### config.mk
export PLATFORM = sky130hd
export DESIGN_NAME = command_call_tokenizer_unit
export DESIGN_NICKNAME = d
export VERILOG_FILES = /design/src/cct_pkg.sv /design/src/cct_parser.sv /design/src/command_call_tokenizer_unit.sv
export SDC_FILE = /design/constraint.sdc
export NUM_CORES = 1
export LEC_CHECK = 0
export ABC_AREA = 1
export ABC_CLOCK_PERIOD_IN_PS = 6100
export BUFFER_PORTS_ARGS = -buffer_cell sky130_fd_sc_hd__buf_2
export CAP_MARGIN = 25
export CORE_MARGIN = 4
export CORE_UTILIZATION = 40
export CTS_BUF_LIST = sky130_fd_sc_hd__clkbuf_8
export DETAILED_ROUTE_END_ITERATION = 8
export GPL_TIMING_DRIVEN = 0
export PLACE_DENSITY = 0.65
export SETUP_SLACK_MARGIN = 0.1
export SYNTH_ARGS = -nofsm -noshare
export SYNTH_HDL_FRONTEND = slang
export SYNTH_HIERARCHICAL = 1
export SYNTH_SLANG_ARGS = --single-unit
### constraint.sdc
create_clock -name clk -period 6.1 [get_ports clk]
set_clock_uncertainty 0.15 [all_clocks]
set_input_delay 1.22 -clock clk [delete_from_list [all_inputs] [get_ports clk]]
set_output_delay 1.22 -clock clk [all_outputs]
set_load 0.02 [all_outputs]
### src/cct_pkg.sv
package cct_pkg;

  // Default sizing
  localparam int MAX_ARGS_DEF = 4;
  localparam int LINE_MAX_DEF = 1024;

  // Token length saturates here
  localparam logic [9:0] LEN_CAP = 10'd1023;

  // Characters the parser reacts to
  localparam logic [7:0] CH_NUL    = 8'h00;
  localparam logic [7:0] CH_TAB    = 8'h09;
  localparam logic [7:0] CH_SPACE  = 8'h20;
  localparam logic [7:0] CH_LPAREN = 8'h28;
  localparam logic [7:0] CH_RPAREN = 8'h29;
  localparam logic [7:0] CH_COMMA  = 8'h2C;
  localparam logic [7:0] CH_LBRACE = 8'h7B;
  localparam logic [7:0] CH_RBRACE = 8'h7D;

  // Result kinds
  localparam logic [1:0] KIND_NAME  = 2'd0;
  localparam logic [1:0] KIND_ARG   = 2'd1;
  localparam logic [1:0] KIND_DONE  = 2'd2;
  localparam logic [1:0] KIND_ERROR = 2'd3;

  // Error codes
  localparam logic [1:0] ERR_NO_NAME       = 2'd0;
  localparam logic [1:0] ERR_UNCLOSED_CALL = 2'd1;
  localparam logic [1:0] ERR_UNCLOSED_CMD  = 2'd2;

  typedef struct packed {
    logic [1:0] kind;
    logic [2:0] arg_index;
    logic [9:0] start_res;
    logic [9:0] length;
    logic [3:0] arg_count;
    logic [1:0] error_code;
    logic       last;
  } cct_result_t;

  // Up to two results produced by one byte
  typedef struct packed {
    logic [1:0]  count;
    cct_result_t first;
    cct_result_t second;
  } cct_batch_t;

endpackage

### src/cct_parser.sv
module cct_parser #(
  parameter int MAX_ARGS = 4,
  parameter int LINE_MAX = 1024
) (
  input  logic              clk,
  input  logic              rst,
  input  logic              item_valid,
  input  logic [7:0]        ch,
  output logic              item_stall,
  input  logic              take,
  output logic              fire,
  output cct_pkg::cct_batch_t batch
);
  import cct_pkg::*;

  localparam int POS_W = $clog2(LINE_MAX);

  localparam logic [2:0] PH_SKIP       = 3'd0;
  localparam logic [2:0] PH_NAME       = 3'd1;
  localparam logic [2:0] PH_ARG_SKIP   = 3'd2;
  localparam logic [2:0] PH_ARG_BODY   = 3'd3;
  localparam logic [2:0] PH_AFTER_MAX  = 3'd4;
  localparam logic [2:0] PH_CLOSE_WAIT = 3'd5;
  localparam logic [2:0] PH_DRAIN      = 3'd6;

  logic             byte_valid;
  logic [7:0]       byte_q;
  logic [2:0]       phase, phase_next;
  logic [POS_W-1:0] position, position_next;
  logic [POS_W-1:0] token_begin, token_begin_next;
  logic [9:0]       token_length, token_length_next;
  logic [3:0]       argument_number, argument_number_next;

  logic             blank;
  logic [9:0]       grown;
  logic [3:0]       arg_inc;
  logic [9:0]       pos10;
  logic [9:0]       begin10;
  cct_result_t      res0, res1;
  logic [1:0]       nres;

  function automatic cct_result_t mk(logic [1:0] kind, logic [2:0] idx,
                                     logic [9:0] start, logic [9:0] len,
                                     logic [3:0] cnt, logic [1:0] err);
    cct_result_t r;
    r.kind       = kind;
    r.arg_index  = idx;
    r.start_res  = start;
    r.length     = len;
    r.arg_count  = cnt;
    r.error_code = err;
    r.last       = 1'b0;
    return r;
  endfunction

  // Work on the held byte only when the output side can take its results
  assign fire       = byte_valid && take;
  assign item_stall = byte_valid && !take;

  assign blank   = (byte_q == CH_SPACE) || (byte_q == CH_TAB);
  assign grown   = (token_length < LEN_CAP) ? token_length + 10'd1 : LEN_CAP;
  assign arg_inc = argument_number + 4'd1;
  assign pos10   = 10'(position);
  assign begin10 = 10'(token_begin);

  // One parse step per byte
  always_comb begin
    phase_next           = phase;
    token_begin_next     = token_begin;
    token_length_next    = token_length;
    argument_number_next = argument_number;
    res0                 = '0;
    res1                 = '0;
    nres                 = 2'd0;

    case (phase)
      PH_SKIP: begin
        if (byte_q inside {CH_NUL, CH_LPAREN, CH_RBRACE}) begin
          res0       = mk(KIND_ERROR, 3'd0, 10'd0, 10'd0, 4'd0, ERR_NO_NAME);
          nres       = 2'd1;
          phase_next = PH_DRAIN;
        end else if (!(byte_q == CH_LBRACE || blank)) begin
          token_begin_next     = position;
          token_length_next    = 10'd1;
          argument_number_next = 4'd0;
          phase_next           = PH_NAME;
        end
      end
      PH_NAME: begin
        if (byte_q inside {CH_NUL, CH_LPAREN, CH_RBRACE}) begin
          res0                 = mk(KIND_NAME, 3'd0, begin10, token_length, 4'd0, 2'd0);
          argument_number_next = 4'd0;
          if (byte_q == CH_LPAREN) begin
            nres       = 2'd1;
            phase_next = PH_ARG_SKIP;
          end else if (byte_q == CH_RBRACE) begin
            res1       = mk(KIND_DONE, 3'd0, 10'd0, 10'd0, 4'd0, 2'd0);
            nres       = 2'd2;
            phase_next = PH_DRAIN;
          end else begin
            res1 = mk(KIND_ERROR, 3'd0, 10'd0, 10'd0, 4'd0, ERR_UNCLOSED_CMD);
            nres = 2'd2;
          end
        end else begin
          token_length_next = grown;
        end
      end
      PH_ARG_SKIP, PH_ARG_BODY: begin
        if (byte_q == CH_NUL) begin
          res0 = mk(KIND_ERROR, 3'd0, 10'd0, 10'd0, 4'd0, ERR_UNCLOSED_CALL);
          nres = 2'd1;
        end else if (byte_q inside {CH_COMMA, CH_RPAREN}) begin
          // An argument with no bytes starts at its terminator
          if (phase == PH_ARG_SKIP) begin
            token_begin_next  = position;
            token_length_next = 10'd0;
          end
          if (byte_q == CH_RPAREN && phase == PH_ARG_SKIP
              && argument_number == 4'd0) begin
            phase_next = PH_CLOSE_WAIT;
          end else begin
            res0 = mk(KIND_ARG, argument_number[2:0],
                      (phase == PH_ARG_SKIP) ? pos10 : begin10,
                      (phase == PH_ARG_SKIP) ? 10'd0 : token_length,
                      4'd0, 2'd0);
            nres                 = 2'd1;
            argument_number_next = arg_inc;
            if (byte_q == CH_RPAREN) begin
              phase_next = PH_CLOSE_WAIT;
            end else if (arg_inc >= 4'(MAX_ARGS)) begin
              phase_next = PH_AFTER_MAX;
            end else begin
              phase_next = PH_ARG_SKIP;
            end
          end
        end else if (phase == PH_ARG_SKIP) begin
          if (!blank) begin
            token_begin_next  = position;
            token_length_next = 10'd1;
            phase_next        = PH_ARG_BODY;
          end
        end else begin
          token_length_next = grown;
        end
      end
      PH_AFTER_MAX: begin
        if (byte_q == CH_RPAREN) begin
          phase_next = PH_CLOSE_WAIT;
        end else begin
          res0       = mk(KIND_ERROR, 3'd0, 10'd0, 10'd0, 4'd0, ERR_UNCLOSED_CALL);
          nres       = 2'd1;
          phase_next = PH_DRAIN;
        end
      end
      PH_CLOSE_WAIT: begin
        if (byte_q == CH_RBRACE) begin
          res0       = mk(KIND_DONE, 3'd0, 10'd0, 10'd0, argument_number, 2'd0);
          nres       = 2'd1;
          phase_next = PH_DRAIN;
        end else if (byte_q == CH_NUL) begin
          res0 = mk(KIND_ERROR, 3'd0, 10'd0, 10'd0, 4'd0, ERR_UNCLOSED_CMD);
          nres = 2'd1;
        end
      end
      default: begin
        phase_next = PH_DRAIN;
      end
    endcase

    // End of line restarts the parse
    if (byte_q == CH_NUL) begin
      phase_next    = PH_SKIP;
      position_next = '0;
    end else begin
      position_next = (position < POS_W'(LINE_MAX - 1)) ? position + POS_W'(1)
                                                         : position;
    end

    // Mark the final result of this byte
    res0.last = (nres == 2'd1);
    res1.last = 1'b1;
  end

  assign batch.count  = nres;
  assign batch.first  = res0;
  assign batch.second = res1;

  // Input register: load on transfer, drop once processed
  always_ff @(posedge clk) begin
    if (rst) begin
      byte_valid <= 1'b0;
    end else if (item_valid && !item_stall) begin
      byte_valid <= 1'b1;
    end else if (fire) begin
      byte_valid <= 1'b0;
    end
    if (item_valid && !item_stall) begin
      byte_q <= ch;
    end
  end

  // Parser state: advance on each processed byte
  always_ff @(posedge clk) begin
    if (rst) begin
      phase           <= PH_SKIP;
      position        <= '0;
      token_begin     <= '0;
      token_length    <= '0;
      argument_number <= '0;
    end else if (fire) begin
      phase           <= phase_next;
      position        <= position_next;
      token_begin     <= token_begin_next;
      token_length    <= token_length_next;
      argument_number <= argument_number_next;
    end
  end

endmodule

### src/command_call_tokenizer_unit.sv
// Command call tokenizer: takes one text byte per transfer on the item channel
// and emits name, argument, done and error results for commands written as
// {name(arg,...)}, a zero byte closing each line. A byte is held in the
// input register until the output buffer can take its results; they are then
// loaded into a two-entry output buffer that drives the result channel. The
// block takes one byte per cycle while results are taken as they appear; a
// byte that causes two results (a name closed by '}' or by a zero byte) holds
// the input while the first of the two leaves the output buffer.
module command_call_tokenizer_unit #(
  parameter int MAX_ARGS = cct_pkg::MAX_ARGS_DEF,
  parameter int LINE_MAX = cct_pkg::LINE_MAX_DEF
) (
  input  logic       clk,
  input  logic       rst,
  input  logic       item_valid,
  output logic       item_stall,
  input  logic [7:0] ch,
  output logic       res_valid,
  input  logic       res_stall,
  output logic [1:0] kind,
  output logic [2:0] arg_index,
  output logic [9:0] start_res,
  output logic [9:0] length,
  output logic [3:0] arg_count,
  output logic [1:0] error_code,
  output logic       last
);
  import cct_pkg::*;

  logic        take;
  logic        fire;
  cct_batch_t  batch;
  cct_result_t slot0, slot1;
  logic [1:0]  occupancy;
  logic        pop;

  cct_parser #(
    .MAX_ARGS (MAX_ARGS),
    .LINE_MAX (LINE_MAX)
  ) u_parser (
    .clk        (clk),
    .rst        (rst),
    .item_valid (item_valid),
    .ch         (ch),
    .item_stall (item_stall),
    .take       (take),
    .fire       (fire),
    .batch      (batch)
  );

  assign res_valid = (occupancy != 2'd0);
  assign pop       = res_valid && !res_stall;
  // Buffer is free for a new batch when it is empty or empties this cycle
  assign take      = (occupancy == 2'd0) || (occupancy == 2'd1 && pop);

  // Output buffer: load a batch, or shift forward on each transfer
  always_ff @(posedge clk) begin
    if (rst) begin
      occupancy <= 2'd0;
    end else if (fire && batch.count != 2'd0) begin
      occupancy <= batch.count;
    end else if (pop) begin
      occupancy <= occupancy - 2'd1;
    end
    if (fire && batch.count != 2'd0) begin
      slot0 <= batch.first;
      slot1 <= batch.second;
    end else if (pop) begin
      slot0 <= slot1;
    end
  end

  assign kind       = slot0.kind;
  assign arg_index  = slot0.arg_index;
  assign start_res  = slot0.start_res;
  assign length     = slot0.length;
  assign arg_count  = slot0.arg_count;
  assign error_code = slot0.error_code;
  assign last       = slot0.last;

endmodule

# Word-level counts from Yosys, hierarchy flattened
# Index checks and enable logic that the tools add are counted.
[word_totals] reg_bits=111 input_bits=12 output_inout_bits=34 elab_cells=159
[op_classes] n_addsub=4 order_cmp=3 eq_ne=28 n_mux=67 n_bitwise=2 reduce_logical=34
[op_table] cell="two-way mux 32 bit" count=8
[op_table] cell="two-way mux 10 bit" count=18
[op_table] cell="one-hot mux 32 bit (5 select lines)" count=1
[op_table] cell="two-way mux 31 bit" count=2
[op_table] cell="two-way mux 3 bit" count=12
[op_table] cell="== test 8 x 6 -> 1 bit, second input constant" count=4
[op_table] cell="one-hot mux 10 bit (3 select lines)" count=1
[op_table] cell="two-way mux 27 bit" count=1
[op_table] cell="two-way mux 4 bit" count=6
[op_table] cell="adder 10 x 1 -> 10 bit, second input constant" count=2
[op_table] cell="less-than comparator 10 bit, second input constant" count=2
[op_table] cell="one-hot mux 10 bit (2 select lines)" count=1
[op_table] cell="== test 8 x 7 -> 1 bit, second input constant" count=2
[op_table] cell="two-way mux 2 bit" count=8
[op_table] cell="one-hot mux 3 bit (5 select lines)" count=1
[op_table] cell="AND reduction 7 bit" count=2
[op_table] cell="nonzero test 2 bit" count=7
[op_table] cell="one-hot mux 4 bit (3 select lines)" count=1
[op_table] cell="inequality test 2 bit, second input constant" count=5
[op_table] cell="one-hot mux 2 bit (5 select lines)" count=1
[op_table] cell="== test 8 x 4 -> 1 bit, second input constant" count=1
[op_table] cell="logical AND 1 bit" count=8
[op_table] cell="zero test 8 bit" count=1
[op_table] cell="inequality test 4 bit, second input constant" count=2
[op_table] cell="25 further kinds" count=41

# Depth between registers and ports, before layout
[logic_depth] word_depth=10 ltp_mapped=14 depth_no_buf=14

# Modules after synthesis
# Netlist, hierarchy kept.
[modules_own_cells] mod="cct_parser" instances=1 cells_each=597 area_each_um2=3663.5 seq_area_each_um2=1001.0
[modules_own_cells] mod="command_call_tokenizer_unit" instances=1 cells_each=197 area_each_um2=2543.7 seq_area_each_um2=1961.9

# Least setup slack after synthesis
# OpenSTA, ideal clock, no wires.
[synth_path] kind="input -> register" from="input port res_stall" to="register slot0 (netlist bit arg_count[0]), enable pin" setup_ps=387 arrival_time_ps=2551 t_required_ps=5563 slack_ps=3012 cell_stages=9 path_buffers=0 cell_sequence="inv_1 -> nand2_1 -> nand2_1 -> nand2_1 -> inv_1 -> nand2_2 -> nand2_2 -> nor2_1 -> inv_1"
[synth_via] elab_chain_cells=7
[synth_lines] item="start, declared" line="command_call_tokenizer_unit.sv:19" source="input logic res_stall,"
[synth_lines] item="zero test 1 bit" line="command_call_tokenizer_unit.sv:52" source="assign pop = res_valid && !res_stall;"
[synth_lines] item="logical AND 1 bit" line="command_call_tokenizer_unit.sv:52"
[synth_lines] item="logical AND 1 bit" line="command_call_tokenizer_unit.sv:54" source="assign take = (occupancy == 2'd0) || (occupancy == 2'd1 && pop);"
[synth_lines] item="logical OR 1 bit" line="command_call_tokenizer_unit.sv:54"
[synth_lines] item="net take" line="command_call_tokenizer_unit.sv:30" source="logic take;"
[synth_lines] item="logical AND 1 bit" line="cct_parser.sv:57" source="assign fire = byte_valid && take;"
[synth_lines] item="net fire" line="command_call_tokenizer_unit.sv:31" source="logic fire;"
[synth_lines] item="logical AND 1 bit" line="command_call_tokenizer_unit.sv:65" source="if (fire && batch.count != 2'd0) begin"
[synth_lines] item="nonzero test 2 bit (no source line)"
[synth_lines] item="end signal, assigned" line="command_call_tokenizer_unit.sv:66" source="slot0 <= batch.first;"
[synth_lines] item="end signal, assigned" line="command_call_tokenizer_unit.sv:69" source="slot0 <= slot1;"
[synth_lines] item="end, declared" line="command_call_tokenizer_unit.sv:33" source="cct_result_t slot0, slot1;"
# The timed path passes the listed nets, and every way through them passes these cells.
# A chain may end at the register's enable or synchronous reset.

==> results.txt <==
status - finished clean
Hold Startpoint - u_parser/begin10[2]
share of the yosys chip area belonging to registers - 47.7%
TritonCTS sink count - 112
vias in the first global route - 4,833
buffer levels on the longest clock path - 2
delay contributed by the slowest stage of the critical path - 0.44 ns
maximum capacitance violations - 0
ratio of routed vias to standard cells - 4.93
Post-DRT Antenna Nets - 0
clk slew on worst S/H paths - 0.10 ns
final slew viol count - 0
placement row count - 45
Critical Path RT - 6.05 ns
fraction of final layout cells sized beyond drive strength 1 - 17.0%
Avg Inst Size Synth - 7.82 sq um
crit path launch - u_parser/byte_q[1]
unique cell type count in the Yosys netlist - 36
initial core utilization - 40.8%
drt pass-1 iters - 5
worst setup margin - 2.81 ns
maximum number of pins on one net before global-route repair - 42
residual overflow from global routing - 0
leakage power figure - 3.17 nW
# Post-CTS Setup Buffers - 0
Yosys warning count - 6
total track usage - 16.6%
TritonCTS Buffers - 9
H-tree levels - 3
Core Footprint - 0.0152 sq mm
top area cells in the synthesized netlist - sky130_fd_sc_hd__edfxtp_1 (35%), sky130_fd_sc_hd__nand2_1 (14%), sky130_fd_sc_hd__dfxtp_1 (13%)
Iteration-0 DRC Markers - 305
drt drc - 0
setup repair after global routing missed its margin - false
timing endpoint of the critical path - length[6]
Worst Tran Pin Value - 0.714 ns
logic depth of the worst register-to-register path - 12
min cycle time layout - 3.29 ns
P&R area growth vs syn - 12.8%
final setup fails - 0
worst vdd rail ir drop - 0.133 mV
final standard cell count with taps included and fillers excluded - 1,071
total of flip-flops plus latches after synthesis - 112
wire length of the first global-routing pass - 23.6 mm
Placed Cells - 1,055
routed wire length - 14.4 mm
number of port buffers - 45
top cell type by total area after synthesis - sky130_fd_sc_hd__edfxtp_1
number of placed I/O pins - 46
RePlAce Congestion - 0.938
Worst R2R Start - u_parser/byte_q[1]
die outline area - 0.0176 sq mm
cell type of the slowest stage on the worst timing path - sky130_fd_sc_hd__edfxtp_1
post-CTS sizing - 0
Die Ht - 133 microns
Yosys top cell area share - 34.8%
type of element capturing the critical path - flop
cell area power density - 236 mW/mm^2
Antenna Diode Count - 0
estimated wirelength of the detail-placed design - 10.4 mm
Critical R2R Capture - length[6]
critical path startpoint category - flop
period utilisation layout - 53.9%
largest fanout of any net on the critical path - 25
layout net count - 896
horizontal die dimension - 133 microns
final hold violation count - 0
upper clock frequency limit - 0.304 GHz
WL/cell - 13.4 microns
class of the most critical setup path - reg2reg
clock tree from TritonCTS - done
Worst-Skew Late Latency - 0.40 ns
area of the mapped netlist - 0.00621 sq mm
slew margin rel. - 52.4%
dpl ws - 2.72 ns
Post-Route Hold Slack - 0.341 ns
vias post-DR - 5,283
Hold-fix buffers, CTS - 0
Crit path arrival time - 3.24 ns
number of antenna violations at the first check in global routing - 0
synthesized netlist cell count - 794
Total Neg Setup Slack - 0 ns
clock tree root buffer cell - sky130_fd_sc_hd__clkbuf_8
Worst R2R Setup Slack - 2.81 ns
crit path cell chain - nor2_1, nand2_1, a21oi_1, nand2_2, buf_2, nor2_1, nand3b_1, nand2_2, nand2_2, nor2_1, inv_1, buf_16
hold crit path type - reg2reg
power by group:
group | leakage (nW) | switching (W) | total (W) | internal, W
Combinational | 2.09 | 0.000202 | 0.000307 | 0.000105
Sequential | 0.979 | 0.0000298 | 0.000881 | 0.000852
Clock | 0.103 | 0.000270 | 0.000464 | 0.000194
Total | 3.17 | 0.000502 | 0.00165 | 0.00115
layout make-up:
type                       instances  area (sq um)
buffer                            55           372
clock buffer                       9           124
clock inverter                     7          78.8
fill                            1522          8200
inverter                          74           278
multi-input combinational        580          2700
sequential                       112          2960
tap                              188           235
timing repair buffer              46           253
cells by family (layout without fill, tap and decap cells):
group                      Yosys count  in the layout  share of synthesized area [%]
xor gates and xnor gates             6              6                          0.847
AOI/OAI and AO/OA                   81             81                           7.03
buffers and inverters              129            191                           10.5
and+or+nand+nor                    458            458                           32.6
other                                2             29                          0.121
DFF                                112            112                           47.7
adders and majority gates            6              6                           1.21
registers in the layout, summed over array words and instances, names as in the netlist:
register,count
slot1,32
u_parser/phase,3
u_parser/token_length,10
u_parser/begin10,10
error_code,2
arg_count,4
u_parser/pos10,10
length,10
u_parser/byte_valid,1
last,1
occupancy,2
arg_index,3
u_parser/byte_q,8
start_res,10
kind,2
u_parser/argument_number,4
how the worst min path moves through the flow:
| stage | endpoint | slack [ns] | cells after the start |
|---|---|---|---|
| after floorplan | u_parser/pos10[8] | 0.30 | 2 |
| after global placement | u_parser/begin10[2] | 0.31 | 2 |
| after detailed placement | u_parser/begin10[2] | 0.32 | 2 |
| after CTS | u_parser/begin10[2] | 0.34 | 2 |
| after global routing | u_parser/begin10[2] | 0.36 | 2 |
| final | u_parser/begin10[2] | 0.34 | 2 |
critical path: cells and delay by family, from the launching register on:
kind	cells	cell delay, ns
and+or+nand+nor	8	1.16
buffers and inverters	3	0.81
DFF	1	0.44
AOI/OAI and AO/OA	1	0.41
cell usage in the layout, fill, tap and decap left out, types with 26 or more instances in the layout:
master                     count
sky130_fd_sc_hd__dfxtp_1      40
sky130_fd_sc_hd__nor2_1      104
sky130_fd_sc_hd__edfxtp_1     72
sky130_fd_sc_hd__conb_1       29
sky130_fd_sc_hd__o21ai_0      26
sky130_fd_sc_hd__buf_4        34
sky130_fd_sc_hd__buf_2        57
sky130_fd_sc_hd__inv_1        66
sky130_fd_sc_hd__nand3_1      70
sky130_fd_sc_hd__nand2_1     226
per-layer routing:
metal / part of all wire (%) / GRT usage [%] / vias up
li1: - / - / 2703
met2: 49 / 27.5 / 139
met1: 44 / 21.9 / 2415
met3: 4.9 / 3.00 / 26
met5: 0 / 0 / -
met4: 2.2 / 6.18 / 0
cell usage after synthesis:
cell / number
sky130_fd_sc_hd__o21ai_2: 1
sky130_fd_sc_hd__o22ai_1: 17
sky130_fd_sc_hd__nor3_4: 1
sky130_fd_sc_hd__nor2_2: 6
sky130_fd_sc_hd__buf_4: 34
sky130_fd_sc_hd__buf_6: 3
sky130_fd_sc_hd__o21ai_1: 11
sky130_fd_sc_hd__xor2_1: 5
sky130_fd_sc_hd__conb_1: 2
sky130_fd_sc_hd__edfxtp_1: 72
sky130_fd_sc_hd__nand2_4: 5
sky130_fd_sc_hd__xnor2_1: 1
sky130_fd_sc_hd__dfxtp_1: 40
sky130_fd_sc_hd__nor3_1: 14
sky130_fd_sc_hd__nand2_2: 14
sky130_fd_sc_hd__clkbuf_1: 6
sky130_fd_sc_hd__clkinv_1: 1
sky130_fd_sc_hd__nand3_4: 1
sky130_fd_sc_hd__nor2_4: 1
sky130_fd_sc_hd__inv_2: 8
sky130_fd_sc_hd__nor2_8: 2
sky130_fd_sc_hd__a21oi_1: 23
sky130_fd_sc_hd__nand2_1: 226
sky130_fd_sc_hd__ha_1: 6
sky130_fd_sc_hd__nand3b_1: 3
sky130_fd_sc_hd__o21ai_0: 26
sky130_fd_sc_hd__nor4_1: 1
sky130_fd_sc_hd__nand3_1: 70
sky130_fd_sc_hd__o211ai_1: 1
sky130_fd_sc_hd__inv_1: 65
sky130_fd_sc_hd__a31oi_1: 1
sky130_fd_sc_hd__nand4_2: 1
sky130_fd_sc_hd__o31ai_1: 1
sky130_fd_sc_hd__buf_2: 12
sky130_fd_sc_hd__nand4_1: 9
sky130_fd_sc_hd__nor2_1: 104
through the flow:
stage | util [%] | cell area (sq um) | total power (W)
3_3_place_gp | 44.5 | 6770 | 0.00119
5_1_grt | 46.0 | 7000 | 0.00174
3_5_place_dp | 44.7 | 6800 | 0.00120
2_1_floorplan | - | 6310 | 0.00112
6_report | 46.0 | 7000 | 0.00165
4_1_cts | 46.0 | 7000 | 0.00167
No activity file was read; power rests on OpenSTA's default activity.
